===== config.mk =====
export PLATFORM = sky130hd
export DESIGN_NAME = olt_ram
export DESIGN_NICKNAME = d
export VERILOG_FILES = /design/src/rtl/olt_ram.sv
export SDC_FILE = /design/constraint.sdc
export NUM_CORES = 1
export LEC_CHECK = 0
export BUFFER_PORTS_ARGS = -buffer_cell sky130_fd_sc_hd__buf_2
export CORE_MARGIN = 2
export CORE_UTILIZATION = 30
export CTS_CLUSTER_DIAMETER = 120
export DETAILED_ROUTE_END_ITERATION = 8
export SETUP_SLACK_MARGIN = 0.15
export SYNTH_ARGS = -nofsm -noshare
export SYNTH_HDL_FRONTEND = slang
export SYNTH_SLANG_ARGS = --single-unit

===== constraint.sdc =====
create_clock -name clk -period 6.2 [get_ports clk]
set_input_delay 1.24 -clock clk [delete_from_list [all_inputs] [get_ports clk]]
set_output_delay 1.24 -clock clk [all_outputs]
set_load 0.01 [all_outputs]

===== src/rtl/olt_ram.sv =====
`default_nettype none

module olt_ram #(
	parameter int DEPTH = 64,
	parameter int WIDTH = 8,
	parameter int AW    = $clog2(DEPTH)
) (
	input  wire logic             clk,
	input  wire logic             we,
	input  wire logic [AW-1:0]    waddr,
	input  wire logic [WIDTH-1:0] wdata,
	input  wire logic             re,
	input  wire logic [AW-1:0]    raddr,
	output logic      [WIDTH-1:0] rdata
);

	logic [WIDTH-1:0] mem_q [DEPTH];
	logic [WIDTH-1:0] rdata_q;

	// same-cycle write to the read address is forwarded
	always_ff @(posedge clk) begin
		if (we) begin
			mem_q[waddr] <= wdata;
		end
		if (re) begin
			rdata_q <= (we && waddr == raddr) ? wdata : mem_q[raddr];
		end
	end

	assign rdata = rdata_q;

endmodule

`default_nettype wire


==> summary.md <==
| Metric | Value |
|---|---|
| Crit path max fanout | 77 |
| Met2 routed WL | 21,800 µm |
| # resized after CTS | 0 |
| Slew Limit Fails | 0 |
| Number of hold buffers added after cts | 0 |
| Crit path capture type | flop |
| Synthesized area | 20,600 µm² |
| Avg Vias per Cell | 5.00 |
| CP Class | in -> reg |
| Area growth, synth to finish | 12.8% |
| Initial Utilization | 30.2% |
| Sink Count | 520 |
| Status | finished clean |
| Storage cell area | 15,600 µm² |
| Post-synth top area cell | edfxtp_1 |
| Number of synthesized flops with an enable pin | 520 |
| Hold Violations, Final | 0 |
| Max transition margin | 14.9% |
| Port Buf Inserts | 30 |
| Syn Nets | 1,166 |
| Fin crit share | 61.0% |
| Max Root-Sink Buffers | 3 |
| Pint | 5.68 mW |
| Final clock skew | 0.0175 ns |
| Combinational power share | 5.1% |
| LEAKAGE | 7.54 nW |
| PD cells | 310 nW/µm² |
| DR DRC count | 0 |
| Gr ovfl total | 0 |
| Flop pwr share | 54.3% |
| Dpl cell area | 21,700 µm² |
| Final instance area | 23,200 µm² |
| Post-layout util | 34.0% |
| Root Driver | clkbuf_16 |
| HP Class | reg -> reg |
| Multi-input logic area | 4630 µm² |
| Detailed placer's ending HPWL | 29,400 µm |
| Clk slew on worst S/H paths | 0.06 ns |
| DIE HEIGHT | 266 µm |
| Vias in the first global route | 10,700 |
| CP required | 6.66 ns |
| Core area | 68,200 µm² |
| RSZ-0062 raised after global routing | no |
| Std-Cell Rows | 96 |
| WL met3 | 3820 µm |
| Gr usage total | 13.6% |
| Post-Route M1 WL | 21,000 µm |
| NumNets Final | 1,200 |
| Layout cells sized above 1 | 13.3% |
| Clock power frac | 40.6% |
| Worst reg2reg startpoint | mem_q[39][1] |
| CP startpoint | raddr[2] |
| Synth area leaders | edfxtp_1 (76%), mux2i_1 (9.1%), mux4_2 (2.7%), a22oi_1 (2.4%), nor2_1 (1.3%) |
| CP Launch Type | input pin |
| Routed wire length | 47,700 µm |
| Register-to-register setup slack | 4.06 ns |
| Arrival @ worst endpoint | 4.25 ns |
| Avg Inst Size Synth | 18.0 µm² |
| R2R Path End | rdata[1] |
| Slew @ Worst Pin | 1.28 ns |
| Clock latency on the worst-skew pair | 0.59 ns |
| Initial DRC count | 954 |
| Switch Pwr | 1.53 mW |
| Die area | 70,700 µm² |
| Post-synth top area share | 75.8% |
| Final setup viols | 0 |
| Initial antenna violation count | 2 |
| Most frequent cells in the layout | edfxtp_1 (520), mux2i_1 (187), nor2_1 (74) |
| Yosys warning count | 0 |
| Detailed Routing Iterations Pass 1 | 5 |
| Switching fraction of total power | 21.2% |
| DIE WIDTH | 266 µm |
| Setup_tns | 0 ns |
| CTS tree | yes |
| WHS Endpoint | rdata[0] |
| First-pass GRT wire length | 70,800 µm |
| CTS buffer count | 50 |
| Boundary pin count | 31 |
| Pin count of the biggest net entering global routing | 95 |
| Register bit total from synthesis | 520 |
| Mapped Cells | 1,143 |
| VDD IR-drop max | 0.000182 V |
| Max layer used | met5 |
| Worst hold path cell count | 4 |
| Maximum clock rate | 0.264 GHz |
| CTS H-Tree Depth | 2 |
| Number of setup buffers added after CTS | 0 |
| Max-cap violations | 0 |
| RePlAce Congestion | 0.788 |
| Number of distinct library cells after synthesis | 43 |
| DR WL/cell | 22.7 µm |
| Vias | 10,500 |
| Asr flop ratio synth | 0% |
| Worst min-delay path startpoint | mem_q[32][0] |
| Post-route ant nets | 0 |
| Seq/Total Area, Yosys | 75.8% |
| Most common cell after layout, fill and taps aside | edfxtp_1 |
| Crit path time final | 3.78 ns |
| Fillers | 6,458 |
| Top FF cell, synth | edfxtp_1 |
| Path depth of the worst reg2reg path | 7 |
final cells by class:
cell class              count  area share, %
flip-flops and latches    520           67.2
multi-input cells         555           19.9
well taps                 882           4.75
repair buffers             48           1.33
clock buffers              57           5.59
inverters                   2         0.0323
diodes                      1         0.0108
clock inverters            35           1.13
registers in the layout, summed over array words and instances, names as in the netlist:
signal / cells
rdata: 8
mem_q: 512
Yosys cell counts (all sizes together) (3+ instances only):
| library cell | count |
|---|---|
| edfxtp | 520 |
| mux2i | 187 |
| nor2 | 75 |
| a22oi | 66 |
| buf | 40 |
| a21oi | 37 |
| mux4 | 28 |
| clkbuf | 26 |
| nand2 | 20 |
| nand3 | 20 |
| a221oi | 15 |
| mux2 | 13 |
| nor2b | 13 |
| a2111oi | 10 |
| o21ai | 10 |
| a221o | 7 |
| nand2b | 7 |
| o22ai | 7 |
| a211oi | 6 |
| nor4b | 6 |
| nor3 | 4 |
| or3 | 3 |
| xnor2 | 3 |
| xor2 | 3 |
worst max-delay path: stages:
cell and delay [ns]:
buf_8 0.45, buf_4 0.91, mux2i_1 0.17, a22oi_1 0.25, a21oi_1 0.10, nor2_1 0.20, nor4b_1 0.58, a221o_1 0.20
power groups by stage:
stage | logic (mW) | clock network (mW) | registers [mW]
after CTS | 0.369 | 2.98 | 3.92
after detailed placement | 0.369 | 0 | 3.99
final | 0.367 | 2.92 | 3.92
after global placement | 0.363 | 0 | 3.99
after floorplan | 0.212 | 0 | 3.98
after global routing | 0.396 | 3.11 | 3.92
routing by layer:
metal / GRT usage [%] / vias up
met5: 0 / -
met4: 4.15 / 2
met3: 4.31 / 86
met2: 21.1 / 330
met1: 18.1 / 5392
li1: - / 4684
worst max-delay path by stage:
stage / end / depth (start not counted)
2_1_floorplan: rdata[2] / 9
3_3_place_gp: rdata[0] / 8
3_5_place_dp: rdata[0] / 8
4_1_cts: rdata[0] / 8
5_1_grt: rdata[0] / 8
6_report: rdata[0] / 8
through the flow:
| stage | hold WS (ns) | setup slack [ns] | power, mW | cells |
|---|---|---|---|---|
| 6_report | 0.947 | 2.42 | 7.21 | 2100 |
| 5_1_grt | 0.992 | 2.30 | 7.42 | 2099 |
| 4_1_cts | 0.944 | 2.46 | 7.26 | 2099 |
| 3_5_place_dp | 0.948 | 1.83 | 4.36 | 2007 |
| 3_3_place_gp | 0.936 | 1.82 | 4.35 | 2007 |
| 2_1_floorplan | 0.760 | 3.17 | 4.19 | 1143 |
cells by family (layout without fill, tap and decap cells):
kind of cell	Yosys count	count (layout)	synth area share, %
flip-flops	520	520	75.8
other	0	1	0
multiplexers	228	228	12.9
AO/OA/AOI/OAI	162	162	5.52
buffers and inverters	68	142	1.73
XOR/XNOR	6	6	0.255
AND/OR/NAND/NOR	159	159	3.74
Note: power is estimated with default switching activity, not from simulation.
