### src/rtl/olt_pkg.sv
`default_nettype none

package olt_pkg;

	localparam int CMD_W    = 2;
	localparam int CLIENT_W = 4;
	localparam int THREAD_W = 16;
	localparam int LOCK_W   = 6;
	localparam int COUNT_W  = 16;

	localparam logic [CMD_W-1:0] CMD_QUERY   = 2'd0;
	localparam logic [CMD_W-1:0] CMD_ACQUIRE = 2'd1;
	localparam logic [CMD_W-1:0] CMD_RELEASE = 2'd2;

	localparam logic STAT_OK   = 1'b0;
	localparam logic STAT_BUSY = 1'b1;

	localparam logic [COUNT_W-1:0] COUNT_MAX = '1;

	typedef struct packed {
		logic lock_we;
		logic cnt_we;
	} olt_we_t;

endpackage

`default_nettype wire

### src/rtl/olt_core.sv
`default_nettype none

module olt_core import olt_pkg::*; #(
	parameter int NUM_LOCKS   = 64,
	parameter int NUM_CLIENTS = 16,
	parameter int TW          = 16,
	parameter int LA_W        = 6,
	parameter int CA_W        = 10,
	parameter int LW          = 1 + CLIENT_W + TW
) (
	input  wire logic                clk,
	input  wire logic                arst_n,
	input  wire logic                in_fire,
	input  wire logic [CMD_W-1:0]    command,
	input  wire logic [CLIENT_W-1:0] client_id,
	input  wire logic [TW-1:0]       thread_in,
	input  wire logic [LOCK_W-1:0]   lock_index,
	input  wire logic [LA_W-1:0]     lock_addr,
	input  wire logic [CA_W-1:0]     cnt_addr,
	input  wire logic [LW-1:0]       lock_rd,
	input  wire logic [COUNT_W-1:0]  cnt_rd,
	input  wire logic                out_stall,
	output logic                     hold,
	output olt_we_t                  we,
	output logic [LA_W-1:0]          lock_waddr,
	output logic [LW-1:0]            lock_wdata,
	output logic [CA_W-1:0]          cnt_waddr,
	output logic [COUNT_W-1:0]       cnt_wdata,
	output logic                     out_valid,
	output logic                     status,
	output logic [COUNT_W-1:0]       acquire_count
);

	logic                valid_s1;
	logic [CMD_W-1:0]    cmd_s1;
	logic [CLIENT_W-1:0] client_s1;
	logic [TW-1:0]       thread_s1;
	logic                range_s1;
	logic [LA_W-1:0]     laddr_s1;
	logic [CA_W-1:0]     caddr_s1;

	logic                out_valid_q;
	logic                status_q;
	logic [COUNT_W-1:0]  count_q;

	logic                advance;
	logic                in_range;
	logic                held;
	logic [CLIENT_W-1:0] own_client;
	logic [TW-1:0]       own_thread;
	logic                is_owner;
	logic                lock_set;
	logic                lock_clr;
	logic                busy;
	logic [COUNT_W-1:0]  cnt_res;

	assign in_range = (32'(lock_index) < NUM_LOCKS) && (32'(client_id) < NUM_CLIENTS);

	assign advance = valid_s1 && (!out_valid_q || !out_stall);
	assign hold    = valid_s1 && !advance;

	always_ff @(posedge clk or negedge arst_n) begin
		if (!arst_n) begin
			valid_s1 <= 1'b0;
		end else if (in_fire) begin
			valid_s1 <= 1'b1;
		end else if (advance) begin
			valid_s1 <= 1'b0;
		end
	end

	always_ff @(posedge clk) begin
		if (in_fire) begin
			cmd_s1    <= command;
			client_s1 <= client_id;
			thread_s1 <= thread_in;
			range_s1  <= in_range;
			laddr_s1  <= lock_addr;
			caddr_s1  <= cnt_addr;
		end
	end

	assign held       = lock_rd[LW-1];
	assign own_client = lock_rd[TW +: CLIENT_W];
	assign own_thread = lock_rd[TW-1:0];
	assign is_owner   = held && own_client == client_s1 && own_thread == thread_s1;

	always_comb begin
		lock_set = 1'b0;
		lock_clr = 1'b0;
		busy     = STAT_OK;
		cnt_res  = '0;
		if (range_s1) begin
			case (cmd_s1)
				CMD_QUERY: begin
					cnt_res = cnt_rd;
				end
				CMD_ACQUIRE: begin
					if (!is_owner) begin
						if (held) begin
							busy = STAT_BUSY;
						end else begin
							lock_set = 1'b1;
						end
					end
				end
				CMD_RELEASE: begin
					lock_clr = is_owner;
				end
				default: begin
				end
			endcase
		end
	end

	assign lock_wdata = lock_set ? {1'b1, client_s1, thread_s1} : {1'b0, own_client, own_thread};
	assign cnt_wdata  = (cnt_rd == COUNT_MAX) ? cnt_rd : cnt_rd + COUNT_W'(1);
	assign lock_waddr = laddr_s1;
	assign cnt_waddr  = caddr_s1;
	assign we.lock_we = advance && (lock_set || lock_clr);
	assign we.cnt_we  = advance && lock_set;

	always_ff @(posedge clk or negedge arst_n) begin
		if (!arst_n) begin
			out_valid_q <= 1'b0;
		end else if (advance) begin
			out_valid_q <= 1'b1;
		end else if (!out_stall) begin
			out_valid_q <= 1'b0;
		end
	end

	always_ff @(posedge clk) begin
		if (advance) begin
			status_q <= busy;
			count_q  <= cnt_res;
		end
	end

	assign out_valid     = out_valid_q;
	assign status        = status_q;
	assign acquire_count = count_q;

	a_cnt_with_take: assert property (@(posedge clk) disable iff (!arst_n)
		we.cnt_we |-> (we.lock_we && lock_wdata[LW-1]))
		else $error("count written without taking the lock");

	a_query_no_write: assert property (@(posedge clk) disable iff (!arst_n)
		(valid_s1 && cmd_s1 == CMD_QUERY) |-> (!we.lock_we && !we.cnt_we))
		else $error("query wrote state");

	a_busy_acquire: assert property (@(posedge clk) disable iff (!arst_n)
		(advance && busy == STAT_BUSY) |-> (cmd_s1 == CMD_ACQUIRE && held && !is_owner))
		else $error("busy without a foreign holder");

endmodule

`default_nettype wire

### config.mk
export PLATFORM = sky130hd
export DESIGN_NAME = olt_core
export DESIGN_NICKNAME = d
export VERILOG_FILES = /design/src/rtl/olt_pkg.sv /design/src/rtl/olt_core.sv
export SDC_FILE = /design/constraint.sdc
export NUM_CORES = 1
export LEC_CHECK = 0
export ABC_AREA = 1
export BUFFER_PORTS_ARGS = -buffer_cell sky130_fd_sc_hd__buf_2
export CORE_MARGIN = 4
export CORE_UTILIZATION = 46
export DETAILED_ROUTE_END_ITERATION = 8
export PLACE_DENSITY_LB_ADDON = 0.1
export REMOVE_ABC_BUFFERS = 1
export SLEW_MARGIN = 20
export SYNTH_ARGS = -nofsm -noshare
export SYNTH_HDL_FRONTEND = slang
export SYNTH_SLANG_ARGS = --single-unit
export TNS_END_PERCENT = 20
### constraint.sdc
create_clock -name clk -period 1.65 [get_ports clk]
set_input_delay 0.2475 -clock clk [delete_from_list [all_inputs] [get_ports clk]]
set_output_delay 0.2475 -clock clk [all_outputs]
set_load 0.05 [all_outputs]
==> impl.org <==
** Power
- In this run the power density over the cells is 896.5 nW/um^2.
- Across the VDD grid, the largest voltage drop is 0.6354 mV.
- Leak Pwr :: 2.531 nW
- After layout, the design draws a total of 4.496 mW.

** Synth
- Summing the sequential cell areas from Yosys gives 54.31% of the chip area.
- Yosys printed 0 warnings.
- The cell area that synthesis handed to floorplanning was 3133 um^2.
- Number of cells produced by synthesis :: 380
- Register bit count reported by yosys :: 57
- The number of different library cells used by synthesis comes to 26.
- A synthesized cell averages 8.245 um^2.

** Worst setup path
- For this design, the slowest cell found on the critical path is sky130_fd_sc_hd__edfxtp_1.
- Walking the worst path, the cells encountered are inv_2 > nand2_2 > nor2_4 > buf_12 > buf_8 > buf_6 > o21ai_2 > buf_6.
- The worst register-to-register path has a depth of 9.
- Signal arrival time at the worst endpoint :: 1.60 ns
- By instance count, the cell type seen most on the critical path is sky130_fd_sc_hd__buf_6.
- Worst Setup Path Type :: reg2out
- The worst setup path is captured at an output pin.
- Largest stage delay on the critical path :: 0.39 ns
- Worst EP required :: 1.40 ns
- Crit path max fanout :: 8
- STA classifies the critical path startpoint as a flip-flop.

** Routing
- Average wire per standard cell :: 14.56 um
- Via density :: 4.942
- The detailed router finished its first iteration with 172 violations.
- Post-detailed-route DRC marker count :: 0
- Overall via count from detail_route :: 3,252
- Router iterations before antenna repair :: 5
- The count of nets left with antenna violations once routing finished came out at 0.
- Wires add up to 9.583 mm.

** STA
- Minimum period implied by the final worst setup slack :: 1.846 ns
- Between clock sinks in the finished design, the worst skew comes to 0.02383 ns.
- Static timing analysis puts the maximum clock frequency at 541.8 MHz.
- Slew margin rel. :: 78.30%
- Transition at the pin with the smallest max-transition slack :: 0.3243 ns
- Setup repair after global routing could not meet its margin everywhere.
- Worst Slack Setup Final :: -0.1957 ns
- Hold Violations, Final :: 0
- In the finished design, the share of the clock period the worst path needs comes to 111.9%.
- The number of max-slew violations in the final report was 0.
- Endpoints failing setup :: 37

** Status
- Result of the run :: finished, violations left
- Violations in the final reports :: setup timing

** Die
- Number of top-level pins :: 159
- From left edge to right edge, the die measures 90.53 um.
- The die covers 8196 um^2.
- The floorplan step set the die height to 90.53 um.
- Row generation in the floorplan step produced 29 rows.
- Effective utilization at floorplan :: 48.24%
- Core area :: 6495 um^2

** Global routing
- Total congestion overflow :: 0
- Vias in the first global route :: 3,084
- The number of antenna violations at the first check in global routing is 0.
- The first global-routing pass estimated 13.78 mm of wire.
- Entering global routing, the biggest net connects 22 pins.
- Total GRT Usage :: 21.14%

** Layout
- The finished layout holds 658 standard cells, fillers aside.
- Layout cell share with drive strength beyond 1 :: 47.68%
- Ant diodes :: 0
- The area growth from synthesis to layout is 60.06%.
- Net count, final :: 662

** Placement
- Count of port buffers added during placement :: 152
- The congestion estimate from routability-driven global placement came to 0.8386.
- Hpwl dp :: 6.747 mm
- Cell count after placement :: 626

** Clock tree
- After clock tree synthesis, the clock-pin slew on the worst setup and hold paths is 0.09 ns.
- Total clock buffers created by CTS :: 9
- Insertion delay to the later sink of the worst-skew pair :: 0.36 ns
- Counting every sink on the clock net gives 57.
- CTS built an H-tree with a depth of 3.
- The clock passes through at most 2 buffers.
- Clock tree synthesis selected as its root buffer the cell sky130_fd_sc_hd__clkbuf_8.
- TritonCTS clock tree :: yes

** Flow run
- Total of max-cap violations :: 0

** Min path
- The worst hold path belongs to the class in2reg.
- Number of instances on the worst hold path :: 1
==> layout by cell type (no fill, tap or decap), drive strengths merged, types with 4 or more instances in the layout <==
cell and count:
buf 191, clkbuf 11, edfxtp 55, inv 65, nand2 126, nand3 24, nand4 8, nor2 52
nor3 8, o21ai 20, or2 4
==> registers in the layout, summed over array words and instances (netlist names) <==
signal         count
lock_waddr         6
valid_s1           1
thread_s1         16
status             1
cmd_s1             2
acquire_count     16
cnt_waddr         10
out_valid          1
client_s1          4
==> cells by family after synthesis <==
group,synth area share (%)
buf+inv,9.146
xor+xnor,1.398
simple gates,31.23
flops,54.31
compound gates,3.515
fa+ha+maj,0.3993
==> synth_stat cells (all sizes together) <==
library cell	number	area share, %
o21ai	20	3.2
ha	1	0.40
nor2	52	6.6
xnor2	2	0.56
a21oi	2	0.32
nand3b	1	0.24
inv	63	7.5
or2	4	0.80
clkbuf	3	0.36
nand4	8	1.6
xor2	3	0.84
buf	6	1.2
dfrtp	2	1.6
nand3	24	4.6
nor3	8	2.0
nand2	126	15
edfxtp	55	53
==> worst paths after layout <==
| path | start | end | slack (ns) |
|---|---|---|---|
| max | cmd_s1[1]$_DFFE_PP_ | lock_wdata[15] | -0.20 |
| min reg2reg | valid_s1$_DFFE_PN0P_ | out_valid$_DFFE_PN0P_ | 0.49 |
| min | thread_in[5] | thread_s1[5]$_DFFE_PP_ | 0.06 |
| max reg2reg | thread_s1[15]$_DFFE_PP_ | status$_SDFFCE_PP0P_ | 0.31 |
| max in group asynchronous | arst_n | out_valid$_DFFE_PN0P_ | 1.33 |
| min in group asynchronous | arst_n | valid_s1$_DFFE_PN0P_ | 0.22 |
==> routing by layer <==
layer | global-route usage [%] | vias to the layer above | wire length [um] | share of wire, %
met5 | 0 | - | 0 | 0
met4 | 7.781 | 0 | 255 | 2.7
met3 | 8.000 | 26 | 778 | 8.1
met2 | 35.82 | 145 | 4811 | 50
met1 | 24.25 | 1480 | 3738 | 39
li1 | - | 1601 | - | -
==> power by group <==
part | switching [mW] | internal [mW]
clock network | 0.642 | 0.709
registers | 0.0548 | 1.72
logic | 0.911 | 0.460
==> repair_timing <==
item                                   in CTS  in global routing
resized for setup                          68                103
endpoints found under the hold margin       2                  0
buffers inserted                            0                 12
cloned                                      1                  2
setup endpoints to repair                  39                 39
hold buffers                                1                  0
pin swaps                                   2                  8
==> layout make-up <==
cell class / count / area [um^2]
Clock inverter: 7 / 78.83
Tap cell: 77 / 96.34
Timing Repair Buffer: 194 / 1441
Sequential cell: 57 / 1702
Clock buffer: 9 / 123.9
Inverter: 63 / 239.0
Multi-Input combinational cell: 251 / 1334
Fill cell: 459 / 1480
==> through the flow <==
stage / hold WS [ns] / utilization, % / TNS, ns / instance area, um^2 / setup slack [ns]
after global routing: 0.05148 / 77.21 / -8.698 / 5015 / -0.3268
after CTS: 0.06532 / 70.24 / -3.774 / 4562 / -0.1980
after detailed placement: 0.03668 / 63.90 / -1.740 / 4150 / -0.1854
final: 0.05966 / 77.21 / -5.189 / 5015 / -0.1957
after global placement: 0.03288 / 63.90 / -1.262 / 4150 / -0.1573
after floorplan: -0.04809 / - / -42.07 / 3083 / -2.239
==> worst max-delay path, delay by kind of cell, from the launching register on <==
| family | cells | cell delay, ns |
|---|---|---|
| flip-flops | 1 | 0.39 |
| buffers and inverters | 5 | 0.63 |
| AND/OR/NAND/NOR | 2 | 0.20 |
| AO/OA/AOI/OAI | 1 | 0.05 |
No activity file was read; power rests on OpenSTA's default activity.
